**src/irc_pkg.sv**
```systemverilog
package irc_pkg;

  // Sizes
  localparam int unsigned VALUE_BITS = 63;
  localparam int unsigned MAX_DIGITS = 64;
  localparam int unsigned BASE_W     = 6;
  localparam int unsigned DIGIT_W    = 6;
  localparam int unsigned CHAR_W     = 7;
  localparam int unsigned BIT_CNT_W  = $clog2(VALUE_BITS);
  localparam int unsigned DIG_IDX_W  = $clog2(MAX_DIGITS);
  localparam int unsigned CNT_W      = $clog2(MAX_DIGITS + 1);

  // Digit store: two banks, one being filled while the other drains
  localparam int unsigned BANKS      = 2;
  localparam int unsigned RAM_DEPTH  = BANKS * MAX_DIGITS;
  localparam int unsigned RAM_AW     = $clog2(RAM_DEPTH);

  // Job queue between front and back
  localparam int unsigned FIFO_DEPTH = 2;
  localparam int unsigned FIFO_PTR_W = $clog2(FIFO_DEPTH);
  localparam int unsigned FIFO_CNT_W = $clog2(FIFO_DEPTH + 1);

  // Stream widths, padded to whole bytes
  localparam int unsigned S_TDATA_W  = ((VALUE_BITS + 7) / 8) * 8;
  localparam int unsigned M_TDATA_W  = ((CHAR_W + 7) / 8) * 8;

  // Constants
  localparam logic [BASE_W-1:0]  BASE_MIN   = BASE_W'(2);
  localparam logic [BASE_W-1:0]  BASE_MAX   = BASE_W'(36);
  localparam logic [BASE_W-1:0]  BASE_RESET = BASE_W'(2);
  localparam logic [DIGIT_W-1:0] DEC_TEN    = DIGIT_W'(10);
  localparam logic [CHAR_W-1:0]  ASCII_ZERO = CHAR_W'(48);
  localparam logic [CHAR_W-1:0]  ASCII_NINE = CHAR_W'(57);
  localparam logic [CHAR_W-1:0]  ASCII_A    = CHAR_W'(65);
  localparam logic [CHAR_W-1:0]  ASCII_Z    = CHAR_W'(90);

  typedef struct packed {
    logic             bank;
    logic [CNT_W-1:0] count;
  } job_t;

  typedef struct packed {
    logic              we;
    logic [RAM_AW-1:0] addr;
    logic [DIGIT_W-1:0] data;
  } ram_wr_t;

  typedef enum logic {
    F_IDLE,
    F_DIV
  } front_state_e;

  typedef enum logic [1:0] {
    B_IDLE,
    B_LOAD,
    B_SEND
  } back_state_e;

  // Clamp the register value into the supported radix range
  function automatic logic [BASE_W-1:0] clamp_base(input logic [BASE_W-1:0] b);
    logic [BASE_W-1:0] r;
    if (b < BASE_MIN) begin
      r = BASE_MIN;
    end else if (b > BASE_MAX) begin
      r = BASE_MAX;
    end else begin
      r = b;
    end
    return r;
  endfunction

  // Map a digit value to its ASCII character
  function automatic logic [CHAR_W-1:0] digit_to_ascii(input logic [DIGIT_W-1:0] d);
    logic [CHAR_W-1:0] c;
    if (d < DEC_TEN) begin
      c = ASCII_ZERO + CHAR_W'(d);
    end else begin
      c = ASCII_A + CHAR_W'(d) - CHAR_W'(DEC_TEN);
    end
    return c;
  endfunction

  // Digit store address of one entry in one bank
  function automatic logic [RAM_AW-1:0] ram_addr(input logic bank,
                                                 input logic [DIG_IDX_W-1:0] idx);
    logic [RAM_AW-1:0] a;
    a = RAM_AW'(idx) + (bank ? RAM_AW'(MAX_DIGITS) : RAM_AW'(0));
    return a;
  endfunction

endpackage

```
**src/irc_ram.sv**
```systemverilog
module irc_ram #(
  parameter int unsigned WIDTH = 8,
  parameter int unsigned DEPTH = 16
) (
  input  logic                     clk_i,
  input  logic                     we_i,
  input  logic [$clog2(DEPTH)-1:0] waddr_i,
  input  logic [WIDTH-1:0]         wdata_i,
  input  logic                     re_i,
  input  logic [$clog2(DEPTH)-1:0] raddr_i,
  output logic [WIDTH-1:0]         rdata_o
);

  logic [WIDTH-1:0] mem_q [DEPTH];
  logic [WIDTH-1:0] rdata_q;

  // Write port
  always_ff @(posedge clk_i) begin
    if (we_i) begin
      mem_q[waddr_i] <= wdata_i;
    end
  end

  // Registered read port
  always_ff @(posedge clk_i) begin
    if (re_i) begin
      rdata_q <= mem_q[raddr_i];
    end
  end

  assign rdata_o = rdata_q;

endmodule

```
**src/irc_job_fifo.sv**
```systemverilog
module irc_job_fifo (
  input  logic          clk_i,
  input  logic          rst_ni,
  input  logic          push_i,
  input  irc_pkg::job_t job_i,
  input  logic          pop_i,
  output irc_pkg::job_t job_o,
  output logic          empty_o,
  output logic          full_o
);

  import irc_pkg::*;

  job_t                  entry_q [FIFO_DEPTH];
  logic [FIFO_PTR_W-1:0] wr_ptr_q, wr_ptr_d;
  logic [FIFO_PTR_W-1:0] rd_ptr_q, rd_ptr_d;
  logic [FIFO_CNT_W-1:0] cnt_q, cnt_d;

  // Advance pointers with wrap, track fill level
  always_comb begin
    wr_ptr_d = wr_ptr_q;
    rd_ptr_d = rd_ptr_q;
    cnt_d    = cnt_q;
    if (push_i) begin
      wr_ptr_d = (wr_ptr_q == FIFO_PTR_W'(FIFO_DEPTH - 1)) ? '0 : wr_ptr_q + 1'b1;
    end
    if (pop_i) begin
      rd_ptr_d = (rd_ptr_q == FIFO_PTR_W'(FIFO_DEPTH - 1)) ? '0 : rd_ptr_q + 1'b1;
    end
    if (push_i && !pop_i) begin
      cnt_d = cnt_q + 1'b1;
    end else if (pop_i && !push_i) begin
      cnt_d = cnt_q - 1'b1;
    end
  end

  always_ff @(posedge clk_i or negedge rst_ni) begin
    if (!rst_ni) begin
      wr_ptr_q <= '0;
      rd_ptr_q <= '0;
      cnt_q    <= '0;
    end else begin
      wr_ptr_q <= wr_ptr_d;
      rd_ptr_q <= rd_ptr_d;
      cnt_q    <= cnt_d;
    end
  end

  // Store pushed jobs
  always_ff @(posedge clk_i) begin
    if (push_i) begin
      entry_q[wr_ptr_q] <= job_i;
    end
  end

  assign job_o   = entry_q[rd_ptr_q];
  assign empty_o = (cnt_q == '0);
  assign full_o  = (cnt_q == FIFO_CNT_W'(FIFO_DEPTH));

endmodule

```
**src/irc_front.sv**
```systemverilog
module irc_front (
  input  logic                              clk_i,
  input  logic                              rst_ni,
  input  logic [irc_pkg::BASE_W-1:0]        base_i,
  input  logic                              in_valid_i,
  output logic                              in_ready_o,
  input  logic [irc_pkg::VALUE_BITS-1:0]    in_value_i,
  output irc_pkg::ram_wr_t                  ram_wr_o,
  input  logic                              fifo_full_i,
  output logic                              push_o,
  output irc_pkg::job_t                     job_o
);

  import irc_pkg::*;

  front_state_e           state_q, state_d;
  logic [VALUE_BITS-1:0]  val_q, val_d;
  logic [DIGIT_W-1:0]     rem_q, rem_d;
  logic [BASE_W-1:0]      base_q, base_d;
  logic [BIT_CNT_W-1:0]   bit_q, bit_d;
  logic [CNT_W-1:0]       num_q, num_d;
  logic                   bank_q, bank_d;

  logic [DIGIT_W:0]       trial;
  logic                   ge;
  logic [DIGIT_W-1:0]     rem_new;
  logic [VALUE_BITS-1:0]  val_new;
  logic                   last_bit;

  // One restoring division step per cycle, quotient shifts in at the bottom
  assign trial    = {rem_q, val_q[VALUE_BITS-1]};
  assign ge       = (trial >= {1'b0, base_q});
  assign rem_new  = ge ? DIGIT_W'(trial - {1'b0, base_q}) : trial[DIGIT_W-1:0];
  assign val_new  = {val_q[VALUE_BITS-2:0], ge};
  assign last_bit = (bit_q == BIT_CNT_W'(VALUE_BITS - 1));

  assign in_ready_o = (state_q == F_IDLE) && !fifo_full_i;

  // Next state: accept a value, then divide digit after digit
  always_comb begin
    state_d     = state_q;
    val_d       = val_q;
    rem_d       = rem_q;
    base_d      = base_q;
    bit_d       = bit_q;
    num_d       = num_q;
    bank_d      = bank_q;
    ram_wr_o    = '0;
    push_o      = 1'b0;
    job_o.bank  = bank_q;
    job_o.count = num_q + 1'b1;
    unique case (state_q)
      F_IDLE: begin
        if (in_valid_i && in_ready_o) begin
          val_d   = in_value_i;
          base_d  = clamp_base(base_i);
          rem_d   = '0;
          bit_d   = '0;
          num_d   = '0;
          state_d = F_DIV;
        end
      end
      F_DIV: begin
        val_d = val_new;
        if (last_bit) begin
          // Store the remainder as the next digit, least significant first
          ram_wr_o.we   = 1'b1;
          ram_wr_o.addr = ram_addr(bank_q, num_q[DIG_IDX_W-1:0]);
          ram_wr_o.data = rem_new;
          num_d         = num_q + 1'b1;
          rem_d         = '0;
          bit_d         = '0;
          if (val_new == '0 || num_q == CNT_W'(MAX_DIGITS - 1)) begin
            push_o  = 1'b1;
            bank_d  = ~bank_q;
            state_d = F_IDLE;
          end
        end else begin
          rem_d = rem_new;
          bit_d = bit_q + 1'b1;
        end
      end
      default: state_d = F_IDLE;
    endcase
  end

  always_ff @(posedge clk_i or negedge rst_ni) begin
    if (!rst_ni) begin
      state_q <= F_IDLE;
      bank_q  <= 1'b0;
    end else begin
      state_q <= state_d;
      bank_q  <= bank_d;
    end
  end

  always_ff @(posedge clk_i) begin
    val_q  <= val_d;
    rem_q  <= rem_d;
    base_q <= base_d;
    bit_q  <= bit_d;
    num_q  <= num_d;
  end

endmodule

```
**src/irc_back.sv**
```systemverilog
module irc_back (
  input  logic                           clk_i,
  input  logic                           rst_ni,
  input  logic                           fifo_empty_i,
  input  irc_pkg::job_t                  job_i,
  output logic                           pop_o,
  output logic                           ram_re_o,
  output logic [irc_pkg::RAM_AW-1:0]     ram_raddr_o,
  input  logic [irc_pkg::DIGIT_W-1:0]    ram_rdata_i,
  output logic                           out_valid_o,
  input  logic                           out_ready_i,
  output logic [irc_pkg::CHAR_W-1:0]     out_char_o,
  output logic                           out_last_o
);

  import irc_pkg::*;

  back_state_e            state_q, state_d;
  logic [DIG_IDX_W-1:0]   idx_q, idx_d;
  logic [CHAR_W-1:0]      char_q, char_d;
  logic                   last_q, last_d;
  logic [DIG_IDX_W-1:0]   top_idx;

  assign top_idx = DIG_IDX_W'(job_i.count - 1'b1);

  // Walk the stored digits from most significant down
  always_comb begin
    state_d     = state_q;
    idx_d       = idx_q;
    char_d      = char_q;
    last_d      = last_q;
    pop_o       = 1'b0;
    ram_re_o    = 1'b0;
    ram_raddr_o = ram_addr(job_i.bank, idx_q);
    out_valid_o = 1'b0;
    unique case (state_q)
      B_IDLE: begin
        if (!fifo_empty_i) begin
          ram_re_o    = 1'b1;
          ram_raddr_o = ram_addr(job_i.bank, top_idx);
          idx_d       = top_idx;
          state_d     = B_LOAD;
        end
      end
      B_LOAD: begin
        char_d  = digit_to_ascii(ram_rdata_i);
        last_d  = (idx_q == '0);
        state_d = B_SEND;
      end
      B_SEND: begin
        out_valid_o = 1'b1;
        if (out_ready_i) begin
          if (last_q) begin
            // Release the bank once its final character is taken
            pop_o   = 1'b1;
            state_d = B_IDLE;
          end else begin
            idx_d       = idx_q - 1'b1;
            ram_re_o    = 1'b1;
            ram_raddr_o = ram_addr(job_i.bank, idx_q - 1'b1);
            state_d     = B_LOAD;
          end
        end
      end
      default: state_d = B_IDLE;
    endcase
  end

  always_ff @(posedge clk_i or negedge rst_ni) begin
    if (!rst_ni) begin
      state_q <= B_IDLE;
    end else begin
      state_q <= state_d;
    end
  end

  always_ff @(posedge clk_i) begin
    idx_q  <= idx_d;
    char_q <= char_d;
    last_q <= last_d;
  end

  assign out_char_o = char_q;
  assign out_last_o = last_q;

endmodule

```
**src/integer_radix_conversion.sv**
```systemverilog
// Integer to base-N ASCII converter.
// Program the radix through cfg_we_i / cfg_wdata_i (2..36; 0 and 1 act as 2,
// 37..63 act as 36) while the block is idle. Each request on the s_axis side
// carries one unsigned 63-bit value in tdata[62:0]. The m_axis side returns
// its digits as ASCII ('0'-'9', 'A'-'Z'), most significant first, one per
// transfer in tdata[6:0], with tlast on the final digit. Zero yields "0".
// The front divides one quotient bit per cycle and stores each remainder as
// the next digit; a value occupies the divider until its last digit is
// stored. Each character is read from the digit store and registered
// before it is offered, and the next digit is read only once the
// receiver has taken the current one.
// Two digit banks and a two-entry job queue let the divider take the next
// value while the previous one is still being emitted; s_axis_tready drops
// while dividing and while both banks hold unsent digits.
// A stalled receiver holds the current character and its tlast stable.
// Reset sets the radix to 2 and empties the queue; no clearing pass needed.
module integer_radix_conversion (
  input  logic                            clk_i,
  input  logic                            rst_ni,
  input  logic                            cfg_we_i,
  input  logic [irc_pkg::BASE_W-1:0]      cfg_wdata_i,
  input  logic                            s_axis_tvalid_i,
  output logic                            s_axis_tready_o,
  input  logic [irc_pkg::S_TDATA_W-1:0]   s_axis_tdata_i,  // [62:0] value
  output logic                            m_axis_tvalid_o,
  input  logic                            m_axis_tready_i,
  output logic [irc_pkg::M_TDATA_W-1:0]   m_axis_tdata_o,  // [6:0] digit_char
  output logic                            m_axis_tlast_o   // last_digit
);

  import irc_pkg::*;

  logic [BASE_W-1:0]  base_q;
  ram_wr_t            ram_wr;
  logic               ram_re;
  logic [RAM_AW-1:0]  ram_raddr;
  logic [DIGIT_W-1:0] ram_rdata;
  logic               fifo_push, fifo_pop, fifo_empty, fifo_full;
  job_t               push_job, head_job;
  logic [CHAR_W-1:0]  out_char;

  // Radix register
  always_ff @(posedge clk_i or negedge rst_ni) begin
    if (!rst_ni) begin
      base_q <= BASE_RESET;
    end else if (cfg_we_i) begin
      base_q <= cfg_wdata_i;
    end
  end

  irc_front u_front (
    .clk_i       (clk_i),
    .rst_ni      (rst_ni),
    .base_i      (base_q),
    .in_valid_i  (s_axis_tvalid_i),
    .in_ready_o  (s_axis_tready_o),
    .in_value_i  (s_axis_tdata_i[VALUE_BITS-1:0]),
    .ram_wr_o    (ram_wr),
    .fifo_full_i (fifo_full),
    .push_o      (fifo_push),
    .job_o       (push_job)
  );

  irc_ram #(
    .WIDTH (DIGIT_W),
    .DEPTH (RAM_DEPTH)
  ) u_digit_ram (
    .clk_i   (clk_i),
    .we_i    (ram_wr.we),
    .waddr_i (ram_wr.addr),
    .wdata_i (ram_wr.data),
    .re_i    (ram_re),
    .raddr_i (ram_raddr),
    .rdata_o (ram_rdata)
  );

  irc_job_fifo u_job_fifo (
    .clk_i   (clk_i),
    .rst_ni  (rst_ni),
    .push_i  (fifo_push),
    .job_i   (push_job),
    .pop_i   (fifo_pop),
    .job_o   (head_job),
    .empty_o (fifo_empty),
    .full_o  (fifo_full)
  );

  irc_back u_back (
    .clk_i        (clk_i),
    .rst_ni       (rst_ni),
    .fifo_empty_i (fifo_empty),
    .job_i        (head_job),
    .pop_o        (fifo_pop),
    .ram_re_o     (ram_re),
    .ram_raddr_o  (ram_raddr),
    .ram_rdata_i  (ram_rdata),
    .out_valid_o  (m_axis_tvalid_o),
    .out_ready_i  (m_axis_tready_i),
    .out_char_o   (out_char),
    .out_last_o   (m_axis_tlast_o)
  );

  assign m_axis_tdata_o = M_TDATA_W'(out_char);

endmodule

```
**config.mk**
```make
export PLATFORM = sky130hd
export DESIGN_NAME = integer_radix_conversion
export DESIGN_NICKNAME = d
export VERILOG_FILES = /design/src/irc_pkg.sv /design/src/irc_ram.sv /design/src/irc_job_fifo.sv /design/src/irc_front.sv /design/src/irc_back.sv /design/src/integer_radix_conversion.sv
export SDC_FILE = /design/constraint.sdc
export NUM_CORES = 1
export LEC_CHECK = 0
export ABC_CLOCK_PERIOD_IN_PS = 7900
export BUFFER_PORTS_ARGS = -buffer_cell sky130_fd_sc_hd__buf_2
export CORE_MARGIN = 2
export CORE_UTILIZATION = 60
export DETAILED_ROUTE_END_ITERATION = 6
export GPL_ROUTABILITY_DRIVEN = 0
export PLACE_DENSITY = 0.81
export SYNTH_ARGS = -nofsm -noshare
export SYNTH_HDL_FRONTEND = slang
export SYNTH_SLANG_ARGS = --single-unit
```
**constraint.sdc**
```tcl
create_clock -name clk_i -period 7.9 [get_ports clk_i]
set_input_delay 1.185 -clock clk_i [delete_from_list [all_inputs] [get_ports clk_i]]
set_output_delay 1.185 -clock clk_i [all_outputs]
set_load 0.01 [all_outputs]
```
## Word level (Yosys, flattened, before mapping)

Memory sizes are Yosys's and may differ from the RTL's. A register that Yosys moved wholly into a read port is not among the register bits.
Cells that the tools add are included.

- Add/sub/neg operators: 16
- $lt $le $gt $ge: 4
- Eq/ne operators: 10
- Multiplexer cells: 52
- Bitwise logic cells: 2
- Reductions and logical operators: 20

Operator list:

| cell | number |
|---|---|
| $pmux 63 s2 | 1 |
| $logic_not 63->1 | 1 |
| $mux 63 | 1 |
| $mux 7 | 8 |
| $mux 6 | 8 |
| $pmux 6 s2 | 3 |
| $add 6x7->7 | 4 |
| $mux 14 | 2 |
| $pmux 7 s2 | 2 |
| $mux 1 | 20 |
| $sub 6x1->6 const B | 2 |
| $ne 2x2->1 const B | 5 |
| $mux 2 | 4 |
| $add 6x6->7 const A | 1 |
| $add 7x1->7 const B | 1 |
| $add 7x6->7 const A | 1 |
| $eq 7x6->1 const B | 1 |
| $ge 7x6->1 | 1 |
| $sub 7x4->7 const B | 1 |
| $add 6x1->6 const B | 1 |
| $eq 6x6->1 const B | 1 |
| $gt 6x6->1 const B | 1 |
| $logic_not 6->1 | 1 |
| $lt 6x2->1 const B | 1 |
| other kinds (19) | 32 |

- Flip-flop bits (word level): 116
- Bits in writable memories: 784
- Logic and storage cells: 122
- Memories kept: 2

Memories:

| memory | depth | bits a word | read ports | clocked after Yosys merged registers in | write ports | RTL line | source |
|---|---|---|---|---|---|---|---|
| u_digit_ram.mem_q | 128 | 6 | 1 | 1 | 1 | irc_ram.sv:14 | `logic [WIDTH-1:0] mem_q [DEPTH];` |
| u_job_fifo.entry_q | 2 | 8 | 1 | 0 | 1 | irc_job_fifo.sv:14 | `job_t entry_q [FIFO_DEPTH];` |

## Logic depth before layout (Yosys ltp)

- Word-level depth: 10
- Gate-level depth with buffers: 15
- Depth with buffers taken out: 14

## Modules after synthesis

Synthesis repeated with hierarchy kept, for this count alone.

- Cell total of the unflattened synthesis: 1,767
- Area, all modules: 36,605.1 µm²

Modules (own cells, without submodules):

| module | times used | cells each | area each (µm²) |
|---|---|---|---|
| irc_ram | 1 | 1,271 | 29,983.8 |
| irc_front | 1 | 321 | 4,461.8 |
| irc_back | 1 | 119 | 1,124.8 |
| irc_job_fifo | 1 | 41 | 770.7 |
| integer_radix_conversion | 1 | 15 | 264.0 |

## Least setup slack after synthesis

OpenSTA, ideal clock, no wires.

- Kind: register to register
- Start point: register u_front.rem_q[0]
- End point: memory u_digit_ram.mem_q[0][0] (netlist bit), data pin
- Library setup time: 795 ps
- Arrival: 5,234 ps
- Data required time: 7,105 ps
- Path slack: 1,870 ps
- Stages on the path, launching flop included: 10
- Path buffers: 0
- Cells stage by stage: edfxtp_1 > ha_1 > nor2b_1 > o21ai_0 > a21boi_0 > o21ai_0 > nand2b_1 > a21oi_1 > mux2_2 > nor2_1

RTL lines:

| item | RTL line | source |
|---|---|---|
| start, declared | irc_front.sv:18 | `logic [DIGIT_W-1:0] rem_q, rem_d;` |
| start signal, assigned | irc_front.sv:99 | `rem_q <= rem_d;` |
| end, declared | irc_ram.sv:14 |  |

## Final worst setup path

- Start point: register u_job_fifo.rd_ptr_q
- End point: register u_digit_ram.rdata_q[5] (netlist: u_digit_ram.rdata_o[5]) (read register of u_digit_ram.mem_q), data pin

- Word-level cells in the longest chain between the ends: 6

RTL lines:

| item | RTL line | source |
|---|---|---|
| start, declared | irc_job_fifo.sv:16 | `logic [FIFO_PTR_W-1:0] rd_ptr_q, rd_ptr_d;` |
| start signal, assigned | irc_job_fifo.sv:44 | `rd_ptr_q <= rd_ptr_d;` |
| $mem_v2 2x8 (*) | -- |  |
| branches (longest 4 deep; another with $add 6x7->7) | -- |  |
| $pmux 7 s2 (*) | irc_back.sv:36 | `unique case (state_q)` |
| end, declared | irc_ram.sv:15 | `logic [WIDTH-1:0] rdata_q;` |

Mark *: on every way between the ends.
A chain may end at the register's enable or synchronous reset.

==> results_dict.tcl <==
set metrics [dict create \
    ios 86 \
    cts_tree "built" \
    cts.hold.buffers_added 0 \
    overflow 0 \
    min_period_ns 5.18 \
    wl_per_cell_um 24.9 \
    post_cts_resized 0 \
    start_kind "flop" \
    synth_compound_area_share_pct 7.27 \
    antenna_found_initial 0 \
    synthSimpleGateAreaFrac_pct 13.0 \
    synthXorXnorAreaFrac_pct 0.698 \
    dieArea_mm2 0.0647 \
    cts.sinks 904 \
    fin_nets 2864 \
    final-setup-viol-count 0 \
    status "finished, violations left" \
    drv_slew 0 \
    netlist_area_mm2 0.0376 \
    final_cell_mix "edfxtp_1, nand2_1, nor2_1" \
    start_util_pct 60.9 \
    cts_buffers 84 \
    layout-drive-gt1-share_pct 13.0 \
    ys_seq_elements 904 \
    arrival_ns 5.68 \
    fmax_mhz 193 \
    multiInputGateArea_mm2 0.00968 \
    startpoint "u_job_fifo.rd_ptr_q" \
    ys_seq_area_share_pct 72.0 \
    powerDensity_mw_per_mm2 382 \
    reg2reg_slack_ns 2.72 \
    synth.area.mux_share_pct 3.78 \
    worstPathMaxFanout 64 \
    crit_path_max_incr_delay_ns 0.84 \
    syn_inst 2740 \
    worstPathRequired_ns 8.40 \
    worstSkewPairLatency_ns 0.65 \
    cp_cell_sequence "mux2i_2 > ha_1 > o32a_1 > nand2_4 > buf_4 > nand2_1 > and3_1 > a311oi_1 > nor3_1 > nor4_1 > o311a_1" \
    finalClockSkew_ns 0.0356 \
    num_rows 91 \
    crit_slowest_cell "nor4_1" \
    worst-setup-path-type "flop to flop" \
    vias_per_cell 6.60 \
    h-tree-depth 3 \
    hold_class "input pin to async pin" \
    clk_pin_slew_ns 0.06 \
    final_common_cell "edfxtp_1" \
    ys.warnings.count 0 \
    worstSetupEndpointType "flop" \
    slew-limit-headroom_pct 17.9 \
    grt_use_total_pct 28.6 \
    cts-root-buf "clkbuf_16" \
    nFillCells 3969 \
    finalHoldViolations 0 \
    drt-initial-drc-count 3253 \
    fp.dieH_um 254 \
    drv_cap 0 \
    synthAdderAreaFrac_pct 0.612 \
    syn_nets 2832 \
    r2r-start "u_job_fifo.rd_ptr_q" \
    fin_crit_sh_pct 65.6 \
    vdd_ir_drop_max_v 0.000405 \
    tns_ns 0 \
    regArea_mm2 0.0271 \
    fin_util_pct 67.0 \
    core-area_mm2 0.0618 \
    synth_enable_flop_cells 890 \
    hpwl_um 53300 \
    grt_max_degree 112 \
    rsz0062_at_grt "no" \
    cts_buffer_depth 3 \
    vias 24316 \
    postLayoutCellArea_mm2 0.0414 \
    first_pass_iters 7 \
    p_leak_nw 13.1 \
    placed_area_mm2 0.0387 \
    synth_top_family_by_area "simple AND/OR/NAND/NOR gates" \
    die_w_um 254 \
    syn_area_per_cell_um2 13.7 \
    syn2layout_area_growth_pct 10.1 \
    violations "design-rule violations" \
    grt_pass1_wl_um 139000 \
    grt_pass1_vias 24055 \
    portBuffers 83 \
    synthArstFlopShare_pct 1.55 \
    wl_um 91800 \
    synth_ff_type "edfxtp_1" \
    ys_types 84 \
    final_antenna_net_count 0 \
    postCtsSetupRepairBufs 0 \
    worst_pin_slew_ns 1.20 \
    drc 1 \
]
[report_power, final]
group / total [mW] / switching [mW] / internal [mW]
combinational: 6.37 / 4.35 / 2.03
clock: 4.05 / 1.75 / 2.30
sequential: 5.38 / 0.0804 / 5.30
[path summary, 6_finish.rpt]
check                                               to  cells past startpoint
worst max-delay path            u_digit_ram.rdata_o[5]                     11
worst min-delay path               u_job_fifo.wr_ptr_q                      1
min in group clk_i                 u_job_fifo.wr_ptr_q                      1
worst min register to register     u_job_fifo.wr_ptr_q                      1
max in group asynchronous                    base_q[1]                      1
worst max register to register  u_digit_ram.rdata_o[5]                     11
[through the flow]
step / hold slack, ns / setup slack, ns / power (mW) / instances
final: 0.440 / 2.72 / 15.8 / 3682
after global routing: 0.443 / 2.55 / 16.5 / 3681
after CTS: 0.423 / 2.82 / 15.6 / 3681
after detailed placement: 0.482 / 2.28 / 11.6 / 3523
after global placement: 0.473 / 2.43 / 11.4 / 3523
after floorplan: 0.441 / 1.87 / 9.96 / 2740
[synthesized netlist by cell type (all sizes together), types with 7 or more instances]
library cell / n / area [µm²]
inv: 24 / 90.1
mux2i: 10 / 104
xor2: 13 / 114
o221ai: 9 / 78.8
mux2: 73 / 822
nand3: 114 / 571
dfrtp: 13 / 325
clkbuf: 79 / 298
a31oi: 49 / 307
and2: 12 / 77.6
and3: 122 / 763
ha: 16 / 200
nor2b: 8 / 50.1
nor2: 200 / 753
a221oi: 8 / 88.8
a211oi: 67 / 508
nand4: 8 / 50.1
a21oi: 42 / 214
edfxtp: 890 / 26700
buf: 104 / 622
nor3: 25 / 125
a311oi: 100 / 876
o21ai: 23 / 115
nand2: 579 / 2180
nand2b: 7 / 43.8
xnor2: 17 / 149
mux4: 22 / 495
nor4: 27 / 169
o211ai: 7 / 57.6
[registers in the layout, indices dropped and copies added (netlist names)]
| register | flops |
|---|---|
| u_front.num_q | 7 |
| u_front.state_q | 1 |
| u_front.base_q | 6 |
| u_back.out_last_o | 1 |
| u_digit_ram.mem_q | 768 |
| base_q | 6 |
| u_job_fifo.entry_q | 14 |
| u_front.rem_q | 6 |
| u_digit_ram.rdata_o | 6 |
| u_back.idx_q | 6 |
| u_back.state_q | 2 |
| u_job_fifo.cnt_q | 2 |
| u_front.val_q | 63 |
| u_job_fifo.wr_ptr_q | 1 |
| u_job_fifo.rd_ptr_q | 1 |
| u_front.bank_q | 1 |
| u_front.bit_q | 6 |
| u_back.out_char_o | 7 |
[routing by layer]
layer | up-vias | share of wire [%] | routed length, µm | GRT usage (%)
met1 | 11872 | 36 | 33000 | 37.5
met3 | 315 | 12 | 11100 | 6.95
met5 | - | 0 | 0 | 0
met4 | 0 | 5.2 | 4740 | 13.6
met2 | 1719 | 47 | 43000 | 45.6
li1 | 10410 | - | - | -
[logic make-up (layout without fill, tap and decap cells)]
family,Yosys count,count (layout)
other,1,2
flip-flops,904,904
AO/OA/AOI/OAI,359,359
AND/OR/NAND/NOR,1116,1116
XOR/XNOR,30,30
adder cells (fa/ha/maj),18,18
multiplexers,105,105
buffers and inverters,207,311
[worst max-delay path: cells and delay by family, from the launching register on]
family	cells	cell delay (ns)
compound gates	3	0.91
fa+ha+maj	1	0.33
buf+inv	1	0.60
flops	1	0.71
mux	1	0.45
simple gates	5	1.90
[area by class of cell]
type                    instances  share of cell area, %
well taps                     837                   2.53
repair buffers                129                   1.93
flip-flops and latches        904                   65.4
diodes                          1                0.00604
inverters                      24                  0.217
multi-input cells            1629                   23.4
clock inverters                48                   1.12
clock buffers                 110                   5.49
(Power assumes the default switching activity.)
